### src/vzrd_pkg.sv
// Shared types and constants for the visibility zero-run decoder.
`default_nettype none

package vzrd_pkg;

  // Field widths
  localparam int LEAF_W     = 14;
  localparam int BYTE_W     = 8;
  localparam int WORD_W     = 64;
  localparam int VB_W       = 4;
  localparam int WIDX_W     = 7;
  localparam int M_TDATA_W  = 80;
  localparam int BYTES_PER_WORD = 8;

  // Defaults
  localparam int MAX_LEAVES_DEF = 8192;
  localparam logic [LEAF_W-1:0] LEAF_COUNT_RST = LEAF_W'(8192);

  // Configuration port
  localparam int APB_AW = 3;
  localparam int APB_DW = 32;
  localparam logic [APB_AW-3:0] REG_LEAF_COUNT = '0;

  // Controller states
  typedef enum logic [1:0] {
    ST_IDLE,
    ST_MARK,
    ST_RUN
  } vzrd_state_t;

  // Controller to datapath
  typedef struct packed {
    logic lit;    // push the input byte as a literal
    logic load;   // load the zero-run count from the input byte
    logic step;   // push one chunk of the pending zero run
  } vzrd_cmd_t;

  // Datapath to controller
  typedef struct packed {
    logic byte_zero;  // input byte is zero
    logic run_last;   // this run step finishes the run
    logic slot_free;  // output register can take a word
  } vzrd_stat_t;

endpackage

`default_nettype wire

### src/vzrd_regs.sv
// Configuration register file and row length derivation.
`default_nettype none

module vzrd_regs #(
  parameter int MAX_LEAVES = vzrd_pkg::MAX_LEAVES_DEF,
  parameter int RB_W = $clog2((MAX_LEAVES + 7) / 8 + 1)
) (
  input  wire logic                        clk,
  input  wire logic                        rst,
  input  wire logic                        psel,
  input  wire logic                        penable,
  input  wire logic                        pwrite,
  input  wire logic [vzrd_pkg::APB_AW-1:0] paddr,
  input  wire logic [vzrd_pkg::APB_DW-1:0] pwdata,
  output logic      [vzrd_pkg::APB_DW-1:0] prdata,
  output logic      [RB_W-1:0]             row_bytes
);

  localparam int LOG_N = $clog2(MAX_LEAVES + 8);
  localparam int NW = (LOG_N > vzrd_pkg::LEAF_W ? LOG_N : vzrd_pkg::LEAF_W) + 1;

  logic [vzrd_pkg::LEAF_W-1:0] leaf_count;
  logic                        reg_hit;
  logic [NW-1:0]               leaves;
  logic [NW-1:0]               leaves_up;

  assign reg_hit = (paddr[vzrd_pkg::APB_AW-1:2] == vzrd_pkg::REG_LEAF_COUNT);

  // Write the leaf count register
  always_ff @(posedge clk) begin
    if (rst) begin
      leaf_count <= vzrd_pkg::LEAF_COUNT_RST;
    end else if (psel && penable && pwrite && reg_hit) begin
      leaf_count <= pwdata[vzrd_pkg::LEAF_W-1:0];
    end
  end

  // Read back
  assign prdata = reg_hit ? vzrd_pkg::APB_DW'(leaf_count) : '0;

  // Clamp the leaf count and round up to whole bytes
  always_comb begin
    leaves = NW'(leaf_count);
    if (leaves == '0) begin
      leaves = NW'(1);
    end else if (leaves > NW'(MAX_LEAVES)) begin
      leaves = NW'(MAX_LEAVES);
    end
    leaves_up = leaves + NW'(7);
    row_bytes = RB_W'(leaves_up >> 3);
  end

endmodule

`default_nettype wire

### src/vzrd_ctrl.sv
// Controller state machine: sequences literals, markers and zero runs.
`default_nettype none

module vzrd_ctrl (
  input  wire logic                clk,
  input  wire logic                rst,
  input  wire logic                s_tvalid,
  output logic                     s_tready,
  input  wire vzrd_pkg::vzrd_stat_t stat,
  output vzrd_pkg::vzrd_cmd_t      cmd
);

  vzrd_pkg::vzrd_state_t state;
  vzrd_pkg::vzrd_state_t state_next;

  // Hold the state
  always_ff @(posedge clk) begin
    if (rst) begin
      state <= vzrd_pkg::ST_IDLE;
    end else begin
      state <= state_next;
    end
  end

  // Decide next state and commands
  always_comb begin
    state_next = state;
    cmd        = '0;
    s_tready   = 1'b0;
    case (state)
      vzrd_pkg::ST_IDLE: begin
        s_tready = stat.slot_free;
        if (s_tvalid && stat.slot_free) begin
          if (stat.byte_zero) begin
            state_next = vzrd_pkg::ST_MARK;
          end else begin
            cmd.lit = 1'b1;
          end
        end
      end
      vzrd_pkg::ST_MARK: begin
        s_tready = 1'b1;
        if (s_tvalid) begin
          cmd.load = 1'b1;
          state_next = stat.byte_zero ? vzrd_pkg::ST_IDLE : vzrd_pkg::ST_RUN;
        end
      end
      vzrd_pkg::ST_RUN: begin
        if (stat.slot_free) begin
          cmd.step = 1'b1;
          if (stat.run_last) begin
            state_next = vzrd_pkg::ST_IDLE;
          end
        end
      end
      default: begin
        state_next = vzrd_pkg::ST_IDLE;
      end
    endcase
  end

endmodule

`default_nettype wire

### src/vzrd_dp.sv
// Datapath: byte packing, row tracking, zero-run counter and output register.
`default_nettype none

module vzrd_dp #(
  parameter int RB_W = 11
) (
  input  wire logic                           clk,
  input  wire logic                           rst,
  input  wire logic [vzrd_pkg::BYTE_W-1:0]    in_byte,
  input  wire logic [RB_W-1:0]                row_bytes,
  input  wire vzrd_pkg::vzrd_cmd_t            cmd,
  output vzrd_pkg::vzrd_stat_t                stat,
  output logic                                m_tvalid,
  input  wire logic                           m_tready,
  output logic [vzrd_pkg::M_TDATA_W-1:0]      m_tdata,
  output logic                                m_tlast
);

  localparam int CW = (RB_W > vzrd_pkg::BYTE_W) ? RB_W : vzrd_pkg::BYTE_W;

  logic [vzrd_pkg::WORD_W-1:0] pack_word;
  logic [2:0]                  pack_count;
  logic [RB_W-1:0]             row_position;
  logic [vzrd_pkg::BYTE_W-1:0] zeros_pending;
  logic [vzrd_pkg::WIDX_W-1:0] out_word_index;

  logic [vzrd_pkg::WORD_W-1:0] word_next;
  logic [vzrd_pkg::VB_W-1:0]   room_word;
  logic [CW-1:0]               room_row;
  logic [CW-1:0]               run_k;
  logic [vzrd_pkg::VB_W-1:0]   k;
  logic [RB_W:0]               pos_sum;
  logic [vzrd_pkg::VB_W-1:0]   filled;
  logic                        row_end;
  logic                        full;
  logic                        push;
  logic                        emit;

  // Size the chunk: bounded by the pending zeros, the word and the row
  always_comb begin
    room_word = vzrd_pkg::VB_W'(vzrd_pkg::BYTES_PER_WORD) - vzrd_pkg::VB_W'(pack_count);
    if (row_position >= row_bytes) begin
      room_row = CW'(1);
    end else begin
      room_row = CW'(row_bytes - row_position);
    end
    run_k = CW'(zeros_pending);
    if (CW'(room_word) < run_k) begin
      run_k = CW'(room_word);
    end
    if (room_row < run_k) begin
      run_k = room_row;
    end
    k = cmd.lit ? vzrd_pkg::VB_W'(1) : vzrd_pkg::VB_W'(run_k);
  end

  // Place the byte and check word and row ends
  always_comb begin
    word_next = pack_word;
    if (cmd.lit) begin
      word_next = pack_word |
                  (vzrd_pkg::WORD_W'(in_byte) << {pack_count, 3'b000});
    end
    pos_sum = (RB_W + 1)'(row_position) + (RB_W + 1)'(k);
    filled  = vzrd_pkg::VB_W'(pack_count) + k;
    row_end = (pos_sum >= (RB_W + 1)'(row_bytes));
    full    = (filled == vzrd_pkg::VB_W'(vzrd_pkg::BYTES_PER_WORD));
    push    = cmd.lit || cmd.step;
    emit    = push && (row_end || full);
  end

  // Report status; a chunk that fills the rest of the row or uses the last pending zeros ends the run
  always_comb begin
    stat.byte_zero = (in_byte == '0);
    stat.run_last  = (run_k == room_row) || (CW'(zeros_pending) == run_k);
    stat.slot_free = !m_tvalid || m_tready;
  end

  // Advance packing and row state
  always_ff @(posedge clk) begin
    if (rst) begin
      pack_word      <= '0;
      pack_count     <= '0;
      row_position   <= '0;
      zeros_pending  <= '0;
      out_word_index <= '0;
    end else begin
      if (cmd.load) begin
        zeros_pending <= in_byte;
      end else if (cmd.step) begin
        zeros_pending <= row_end ? '0 : zeros_pending - vzrd_pkg::BYTE_W'(k);
      end
      if (push) begin
        if (emit) begin
          pack_word  <= '0;
          pack_count <= '0;
          if (row_end) begin
            row_position   <= '0;
            out_word_index <= '0;
          end else begin
            row_position   <= RB_W'(pos_sum);
            out_word_index <= out_word_index + vzrd_pkg::WIDX_W'(1);
          end
        end else begin
          pack_word    <= word_next;
          pack_count   <= filled[2:0];
          row_position <= RB_W'(pos_sum);
        end
      end
    end
  end

  // Hold the finished word until taken
  always_ff @(posedge clk) begin
    if (rst) begin
      m_tvalid <= 1'b0;
    end else if (emit) begin
      m_tvalid <= 1'b1;
    end else if (m_tready) begin
      m_tvalid <= 1'b0;
    end
  end

  always_ff @(posedge clk) begin
    if (emit) begin
      m_tdata <= {5'b00000, out_word_index, filled, word_next};
      m_tlast <= row_end;
    end
  end

endmodule

`default_nettype wire

### src/vis_zero_run_decoder.sv
// A literal byte that completes a word shows it on the output in the cycle after it is accepted.
// Literal bytes and markers are taken straight from the input; a run count is loaded and then
// filled with one zero-fill step in the datapath per output word the run touches.
// Literals and markers are held off while a finished word waits and the output is stalled.
// Reset (rst, synchronous, active high) clears control state and sets leaf_count to 8192.
`default_nettype none

module vis_zero_run_decoder #(
  parameter int MAX_LEAVES = vzrd_pkg::MAX_LEAVES_DEF
) (
  input  wire logic                           clk,
  input  wire logic                           rst,
  // APB configuration
  input  wire logic                           psel,
  input  wire logic                           penable,
  input  wire logic                           pwrite,
  input  wire logic [vzrd_pkg::APB_AW-1:0]    paddr,
  input  wire logic [vzrd_pkg::APB_DW-1:0]    pwdata,
  output logic      [vzrd_pkg::APB_DW-1:0]    prdata,
  output logic                                pready,
  // Compressed input stream
  input  wire logic                           s_tvalid,
  output logic                                s_tready,
  input  wire logic [vzrd_pkg::BYTE_W-1:0]    s_tdata,   // [7:0] vis_byte
  // Decoded output stream
  output logic                                m_tvalid,
  input  wire logic                           m_tready,
  output logic [vzrd_pkg::M_TDATA_W-1:0]      m_tdata,   // [63:0] vis_word, [67:64] valid_bytes,
                                                         // [74:68] word_index, [79:75] zero
  output logic                                m_tlast    // row_last
);

  localparam int RB_W = $clog2((MAX_LEAVES + 7) / 8 + 1);

  logic [RB_W-1:0]      row_bytes;
  vzrd_pkg::vzrd_cmd_t  cmd;
  vzrd_pkg::vzrd_stat_t stat;

  assign pready = 1'b1;

  vzrd_regs #(
    .MAX_LEAVES (MAX_LEAVES),
    .RB_W       (RB_W)
  ) u_regs (
    .clk       (clk),
    .rst       (rst),
    .psel      (psel),
    .penable   (penable),
    .pwrite    (pwrite),
    .paddr     (paddr),
    .pwdata    (pwdata),
    .prdata    (prdata),
    .row_bytes (row_bytes)
  );

  vzrd_ctrl u_ctrl (
    .clk      (clk),
    .rst      (rst),
    .s_tvalid (s_tvalid),
    .s_tready (s_tready),
    .stat     (stat),
    .cmd      (cmd)
  );

  vzrd_dp #(
    .RB_W (RB_W)
  ) u_dp (
    .clk       (clk),
    .rst       (rst),
    .in_byte   (s_tdata),
    .row_bytes (row_bytes),
    .cmd       (cmd),
    .stat      (stat),
    .m_tvalid  (m_tvalid),
    .m_tready  (m_tready),
    .m_tdata   (m_tdata),
    .m_tlast   (m_tlast)
  );

  // A word that does not end the row is always full
  a_full_mid_row: assert property (@(posedge clk) disable iff (rst)
    m_tvalid && !m_tlast |-> m_tdata[67:64] == 4'd8)
    else $error("partial word before row end");

  // Byte count of a shown word is one to eight
  a_vb_range: assert property (@(posedge clk) disable iff (rst)
    m_tvalid |-> (m_tdata[67:64] != 4'd0) && (m_tdata[67:64] <= 4'd8))
    else $error("valid_bytes out of range");

  // No literal or run step is pushed while a word waits behind a stalled output
  a_stall_block: assert property (@(posedge clk) disable iff (rst)
    m_tvalid && !m_tready && (cmd.lit || cmd.step) |-> 1'b0)
    else $error("word pushed over a stalled output");

  // A nonzero run count blocks input on the next cycle
  a_run_blocks: assert property (@(posedge clk) disable iff (rst)
    cmd.load && (s_tdata != '0) |=> !s_tready)
    else $error("input taken during a zero run");

endmodule

`default_nettype wire
### config.mk
export PLATFORM = sky130hd
export DESIGN_NAME = vis_zero_run_decoder
export DESIGN_NICKNAME = d
export VERILOG_FILES = /design/src/vzrd_pkg.sv /design/src/vzrd_regs.sv /design/src/vzrd_ctrl.sv /design/src/vzrd_dp.sv /design/src/vis_zero_run_decoder.sv
export SDC_FILE = /design/constraint.sdc
export NUM_CORES = 1
export LEC_CHECK = 0
export BUFFER_PORTS_ARGS = -buffer_cell sky130_fd_sc_hd__buf_2
export CAP_MARGIN = 15
export CORE_MARGIN = 5
export CORE_UTILIZATION = 45
export CTS_CLUSTER_DIAMETER = 200
export DETAILED_ROUTE_END_ITERATION = 7
export GPL_ROUTABILITY_DRIVEN = 0
export PLACE_DENSITY = 0.68
export SKIP_LAST_GASP = 1
export SLEW_MARGIN = 20
export SYNTH_ARGS = -nofsm -noshare
export SYNTH_HDL_FRONTEND = slang
export SYNTH_SLANG_ARGS = --single-unit
### constraint.sdc
create_clock -name clk -period 28 [get_ports clk]
set_clock_uncertainty 0.15 [all_clocks]
set_input_delay 2.8 -clock clk [delete_from_list [all_inputs] [get_ports clk]]
set_output_delay 2.8 -clock clk [all_outputs]
set_load 0.01 [all_outputs]
==> impl_metrics.tcl, run 1 <==
set metrics [dict create \
    status "finished, final reports clean" \
    cts-hold-fix-buffers 0 \
    grt_pass1_vias 6745 \
    power_frac_seq_pct 43.7 \
    power.internal_mw 0.4763 \
    io_pins 166 \
    ys_top_cells_by_area "edfxtp_1 (25%), dfxtp_1 (24%), a21o_1 (6.2%), ha_1 (5.8%), nor2b_1 (5.5%)" \
    initial_core_util_pct 45.83 \
    cts_buffer_depth 2 \
    core_mm2 0.02023 \
    area_growth_pct 14.92 \
    fin_setup_tns_ns 0 \
    postSynthCellCount 938 \
    grt_max_degree 77 \
    hpwl_mm 15.34 \
    clk_pin_slew_worst_paths_ns 0.08 \
    ys.flop_type "dfxtp_1" \
    setup_viol 0 \
    via_per_inst 5.277 \
    rows 52 \
    worstSkewPairLatency_ns 0.44 \
    route.detailed.drc 0 \
    fillers 1875 \
    synth_seq_area_share_pct 48.35 \
    grt_pass1_wl_mm 34.99 \
    portBuffers 121 \
    ys_ff_latch 186 \
    die_height_um 153.6 \
    grtUsageTotal_pct 18.26 \
    fin_util_pct 52.67 \
    grt_overflow 0 \
    drive_above_1_share_pct 16.57 \
    cts_setup_buffers 0 \
    hold_class "reg2reg" \
    worst_setup_path_end_kind "flop" \
    die_x_um 153.6 \
    crit_fanout 76 \
    vdd_drop_max_mv 0.04521 \
    die_area_mm2 0.02358 \
    antenna_found_initial 0 \
    insertedDiodeCount 0 \
    synth.distinct_cells 74 \
    criticalPathCategory "reg2reg" \
    relSlewSlack_pct 30.40 \
    cts_tree "built" \
    yosys.area.top_type "edfxtp_1" \
    dr.pass1.iters 5 \
    cts_buffers 17 \
    maxClockFrequency_mhz 98.73 \
    dr.first_iter.drc_count 538 \
    dp_cells 1300 \
    ys_warn_count 0 \
    clkSinkCount 186 \
    arrival_ns 10.03 \
    syn-mean-instance-area_um2 9.887 \
    synth_top_area_share_pct 24.61 \
    p_leak_nw 4.685 \
    finalCritPeriodShare_pct 36.17 \
    wl_mm 21.75 \
    wl_per_cell_um 16.33 \
    cts_root_buf "clkbuf_16" \
    h-tree-depth 4 \
    rsz0062_at_grt "false" \
    vias 7029 \
    power_per_cell_area_mw_per_mm2 65.19 \
    cts_resized 0 \
    final_antenna_net_count 0 \
    cp-start-kind "flop" \
    clkPwrFrac_pct 36.5 \
    num-nets-final 1144 \
    final_cells 1332 \
    hold_violations 0 \
    cp_data_required_time_ns 27.90 \
    final_max_slew_viol_count 0 \
    p_comb_share_pct 19.7 \
    tightest_slew_ns 1.036 \
    async_flop_share_pct 0 \
    slowest_delay_ns 0.57 \
    syn_area_mm2 0.009274 \
    p_switching_mw 0.2185 \
    synth_edf_count 76 \
    maxCapViolCount 0 \
    swShare_pct 31.45 \
    fin_crit_ns 10.13 \
    path_common_cell "ha_1" \
    slowest_stage "a21oi_1" \
    post-route-cell-area_mm2 0.01066 \
    dpl-instance-area_mm2 0.01000 \
]
-- power groups by stage --
stage          Sequential, mW  Clock, mW  Combinational (mW)
6_report                0.304      0.254               0.137
5_1_grt                 0.305      0.272               0.153
4_1_cts                 0.304      0.259               0.137
3_5_place_dp            0.310          0               0.136
3_3_place_gp            0.310          0               0.134
2_1_floorplan           0.313          0              0.0994
-- path summary, 6_finish.rpt --
check,cells past startpoint,from,to,slack (ns)
setup / recovery,36,u_regs.leaf_count[3],u_dp.m_tdata[12],17.87
hold / removal,0,u_dp.out_word_index[6],u_dp.m_tdata[74],0.30
setup reg to reg,36,u_regs.leaf_count[3],u_dp.m_tdata[12],17.87
hold reg to reg,0,u_dp.out_word_index[6],u_dp.m_tdata[74],0.30
-- cell type report --
type	instances	area [um2]	share of cell area, %
Sequential cell	186	4484	42.08
Multi-Input combinational cell	665	4353	40.84
Timing Repair Buffer	124	628.1	5.893
Clock buffer	17	425.4	3.992
Tap cell	270	337.8	3.170
Clock inverter	15	222.7	2.090
Inverter	55	206.4	1.937
-- stage by stage --
stage | setup slack [ns] | power, mW | hold slack [ns]
after global placement | 18.01 | 0.4442 | 0.2790
after detailed placement | 17.92 | 0.4459 | 0.2835
after global routing | 17.02 | 0.7303 | 0.3264
after CTS | 17.89 | 0.7004 | 0.3026
final | 17.87 | 0.6947 | 0.2968
after floorplan | 18.77 | 0.4122 | 0.2672
-- cells by family (layout without fill, tap and decap cells) --
| kind of cell | after synthesis | in the layout | synth area share (%) |
|---|---|---|---|
| AOI/OAI and AO/OA | 221 | 221 | 16.78 |
| muxes | 2 | 2 | 0.2294 |
| and+or+nand+nor | 323 | 323 | 18.02 |
| xor gates and xnor gates | 46 | 46 | 4.425 |
| other | 2 | 28 | 0.08098 |
| buffers and inverters | 113 | 211 | 5.869 |
| adders and majority gates | 45 | 45 | 6.233 |
| DFF | 186 | 186 | 48.35 |
-- layout by cell type (no fill, tap or decap), types with 7 or more instances in the layout --
cell type and n:
nor2b_1 82, nor2_1 51, nor3_1 17, xor2_1 11
a31oi_1 12, o21ai_0 23, nand3_1 25, a211oi_1 7
ha_1 43, buf_2 121, nand2_1 91, dfxtp_1 110
conb_1 28, nand4_1 8, edfxtp_1 76, xnor2_1 34
inv_1 54, a21oi_1 48, a21o_1 77, clkbuf_16 17
-- layer usage --
metal	global-route usage (%)	vias to the layer above	wire length (um)
met1	24.02	3328	9756
met5	0	-	0
met3	5.790	24	1558
met4	5.299	0	326
met2	29.10	183	10100
li1	-	3494	-
-- sequential cells by signal (all words and copies together) (netlist names) --
name and flops:
u_dp.m_tlast 1, u_dp.row_position 11, u_dp.pack_word 64, u_dp.out_word_index 7, u_dp.zeros_pending 8, u_dp.pack_count 3
u_dp.m_tvalid 1, u_regs.leaf_count 14, u_dp.m_tdata 75, u_ctrl.state 2
-- critical path: cells and delay by family, from the launching register on --
kind | cells | cell delay [ns]
AO/OA/AOI/OAI | 13 | 4.30
AND/OR/NAND/NOR | 13 | 2.37
adder cells (fa/ha/maj) | 5 | 1.31
buffers and inverters | 2 | 0.46
multiplexers | 1 | 0.41
flip-flops | 1 | 0.38
XOR/XNOR | 2 | 0.28
-- synth_stat cells (3+ instances only) --
| master | count |
|---|---|
| o221ai_1 | 3 |
| nor2b_1 | 82 |
| or3_1 | 6 |
| or4_1 | 5 |
| nand3b_1 | 3 |
| nor4_1 | 4 |
| o21a_1 | 5 |
| xor2_1 | 11 |
| nand2_1 | 91 |
| o211ai_1 | 3 |
| a221oi_1 | 4 |
| o211a_1 | 3 |
| nor2_1 | 51 |
| nor3_1 | 19 |
| a211oi_1 | 7 |
| o21ai_0 | 23 |
| a31oi_1 | 12 |
| xnor2_1 | 34 |
| dfxtp_1 | 110 |
| ha_1 | 43 |
| edfxtp_1 | 76 |
| and4_1 | 4 |
| buf_4 | 24 |
| nand4_1 | 8 |
| nand3_1 | 25 |
| a21o_1 | 77 |
| o21bai_1 | 4 |
| o2111ai_1 | 3 |
| clkbuf_1 | 14 |
| inv_1 | 55 |
| a21oi_1 | 48 |
| and2_1 | 4 |
| o31ai_1 | 3 |
| buf_2 | 18 |
| nand2b_1 | 4 |
| and3_1 | 3 |
(Power assumes the default switching activity.)
==> run 2: changes to the inputs <==
PLACE_DENSITY = 0.7   (was 0.68)
clock period = 9.1 ns   (was 28 ns; I/O delays follow)
==> impl_metrics.tcl, run 2 (same netlist as run 1, synthesis figures left out) <==
set metrics [dict create \
    status "finished, final reports clean" \
    grtUsageTotal_pct 18.26 \
    final_max_slew_viol_count 0 \
    drive_above_1_share_pct 18.91 \
    grt_max_degree 77 \
    hp-start "u_dp.out_word_index[5]" \
    core_mm2 0.02023 \
    slowest_stage "ha_1" \
    met3_usage_pct 4.862 \
    final_cells 1349 \
    die_x_um 153.6 \
    rr_worst_depth 38 \
    worst_setup_path_end_kind "flop" \
    hold_violations 0 \
    die_height_um 153.6 \
    dr.first_iter.drc_count 497 \
    relSlewSlack_pct 33.11 \
    finalCritPeriodShare_pct 93.91 \
    met1_usage_pct 24.11 \
    die_area_mm2 0.02358 \
    criticalPathCategory "reg2reg" \
    grt_busiest_layer "met2" \
    wl_mm 21.84 \
    hold_path_depth 0 \
    final_antenna_net_count 0 \
    cp_data_required_time_ns 9.09 \
    cp-start-kind "flop" \
    cts_tree "built" \
    dpl-instance-area_mm2 0.01016 \
    grt_pass1_wl_mm 35.04 \
    fin_crit_ns 8.546 \
    dr.pass1.iters 5 \
    vias 7123 \
    cts_buffer_depth 2 \
    path_common_cell "ha_1" \
    area_growth_pct 17.08 \
    h-tree-depth 4 \
    r2r-start "u_regs.leaf_count[3]" \
    cts_root_buf "clkbuf_16" \
    maxClockFrequency_mhz 117.0 \
    power_mw 2.169 \
    worstSkewPairLatency_ns 0.45 \
    grt_pass1_vias 6764 \
    crit_start "u_regs.leaf_count[3]" \
    largest_reg_flops 75 \
    hold_ws_ns 0.3044 \
    arrival_ns 8.53 \
    crit_family "compound AO/OA/AOI/OAI gates" \
    insertedDiodeCount 0 \
    reg2reg_slack_ns 0.55 \
    largest-register "u_dp.m_tdata" \
    wl_per_cell_um 16.19 \
    worstSetupPathDepth 38 \
    most-common-layout-cells "buf_2 (121), dfxtp_1 (110), nand2_1 (90)" \
    hpwl_mm 15.49 \
    antenna_found_initial 0 \
    clkSinkCount 186 \
    min_to "u_dp.m_tdata[73]" \
    io_pins 166 \
    use_met2_pct 29.60 \
    setup_viol 0 \
    dp_cells 1316 \
    fin_setup_tns_ns 0 \
    tightest_slew_ns 0.9957 \
    hold_class "reg2reg" \
    maxCapViolCount 0 \
    num-nets-final 1161 \
    rows 52 \
    portBuffers 121 \
    slowest_delay_ns 0.43 \
    power_per_cell_area_mw_per_mm2 199.8 \
    r2r-end "u_dp.m_tdata[56]" \
    final_common_cell "buf_2" \
    grt_overflow 0 \
    top_regs "u_dp.m_tdata: 75 flops, u_dp.pack_word: 64 flops, u_regs.leaf_count: 14 flops" \
    via_per_inst 5.280 \
    clk_pin_slew_worst_paths_ns 0.10 \
    route.detailed.drc 0 \
    crit_buf_inv 5 \
    cts_buffers 17 \
    initial_core_util_pct 45.83 \
    vdd_drop_max_mv 0.1502 \
    crit_fanout 76 \
    post-route-cell-area_mm2 0.01086 \
    p_leak_nw 4.768 \
]
==> run 2: worst max-delay path by stage <==
stage	endpoint
6_report	u_dp.m_tdata[56]
5_1_grt	u_dp.pack_word[52]
4_1_cts	u_dp.row_position[3]
3_5_place_dp	u_dp.row_position[3]
3_3_place_gp	u_dp.row_position[0]
2_1_floorplan	u_dp.m_tdata[0]
==> run 2: layer usage <==
layer | share of wire (%) | wire (um)
met1 | 45 | 9935
met2 | 47 | 10220
met3 | 6.2 | 1364
met4 | 1.5 | 325
met5 | 0 | 0
==> run 2: power by group <==
part           switching, mW  internal (mW)
Clock                  0.404          0.388
Combinational          0.266          0.176
Sequential            0.0189          0.916
Total                  0.689           1.48
==> run 2: layout make-up <==
| class | count | area, um2 |
|---|---|---|
| well taps | 270 | 337.8 |
| inverters | 55 | 210.2 |
| clock buffers | 17 | 425.4 |
| flip-flops and latches | 186 | 4484 |
| fillers | 1820 | 9376 |
| repair buffers | 141 | 780.7 |
| clock inverters | 15 | 217.7 |
| multi-input cells | 665 | 4402 |
==> run 2: through the flow <==
stage | worst slack (ns) | utilization (%)
2_1_floorplan | 0.04523 | -
3_3_place_gp | 0.4910 | 50.20
3_5_place_dp | 0.3776 | 50.20
4_1_cts | 0.3547 | 53.38
5_1_grt | -0.02377 | 53.66
6_report | 0.5540 | 53.66
==> run 2: timing repair <==
action | 4_1_cts | 5_1_grt
buffers inserted | 0 | 1
endpoints found under the setup margin | 0 | 165
resized for setup | 0 | 10
hold buffers | 0 | 0
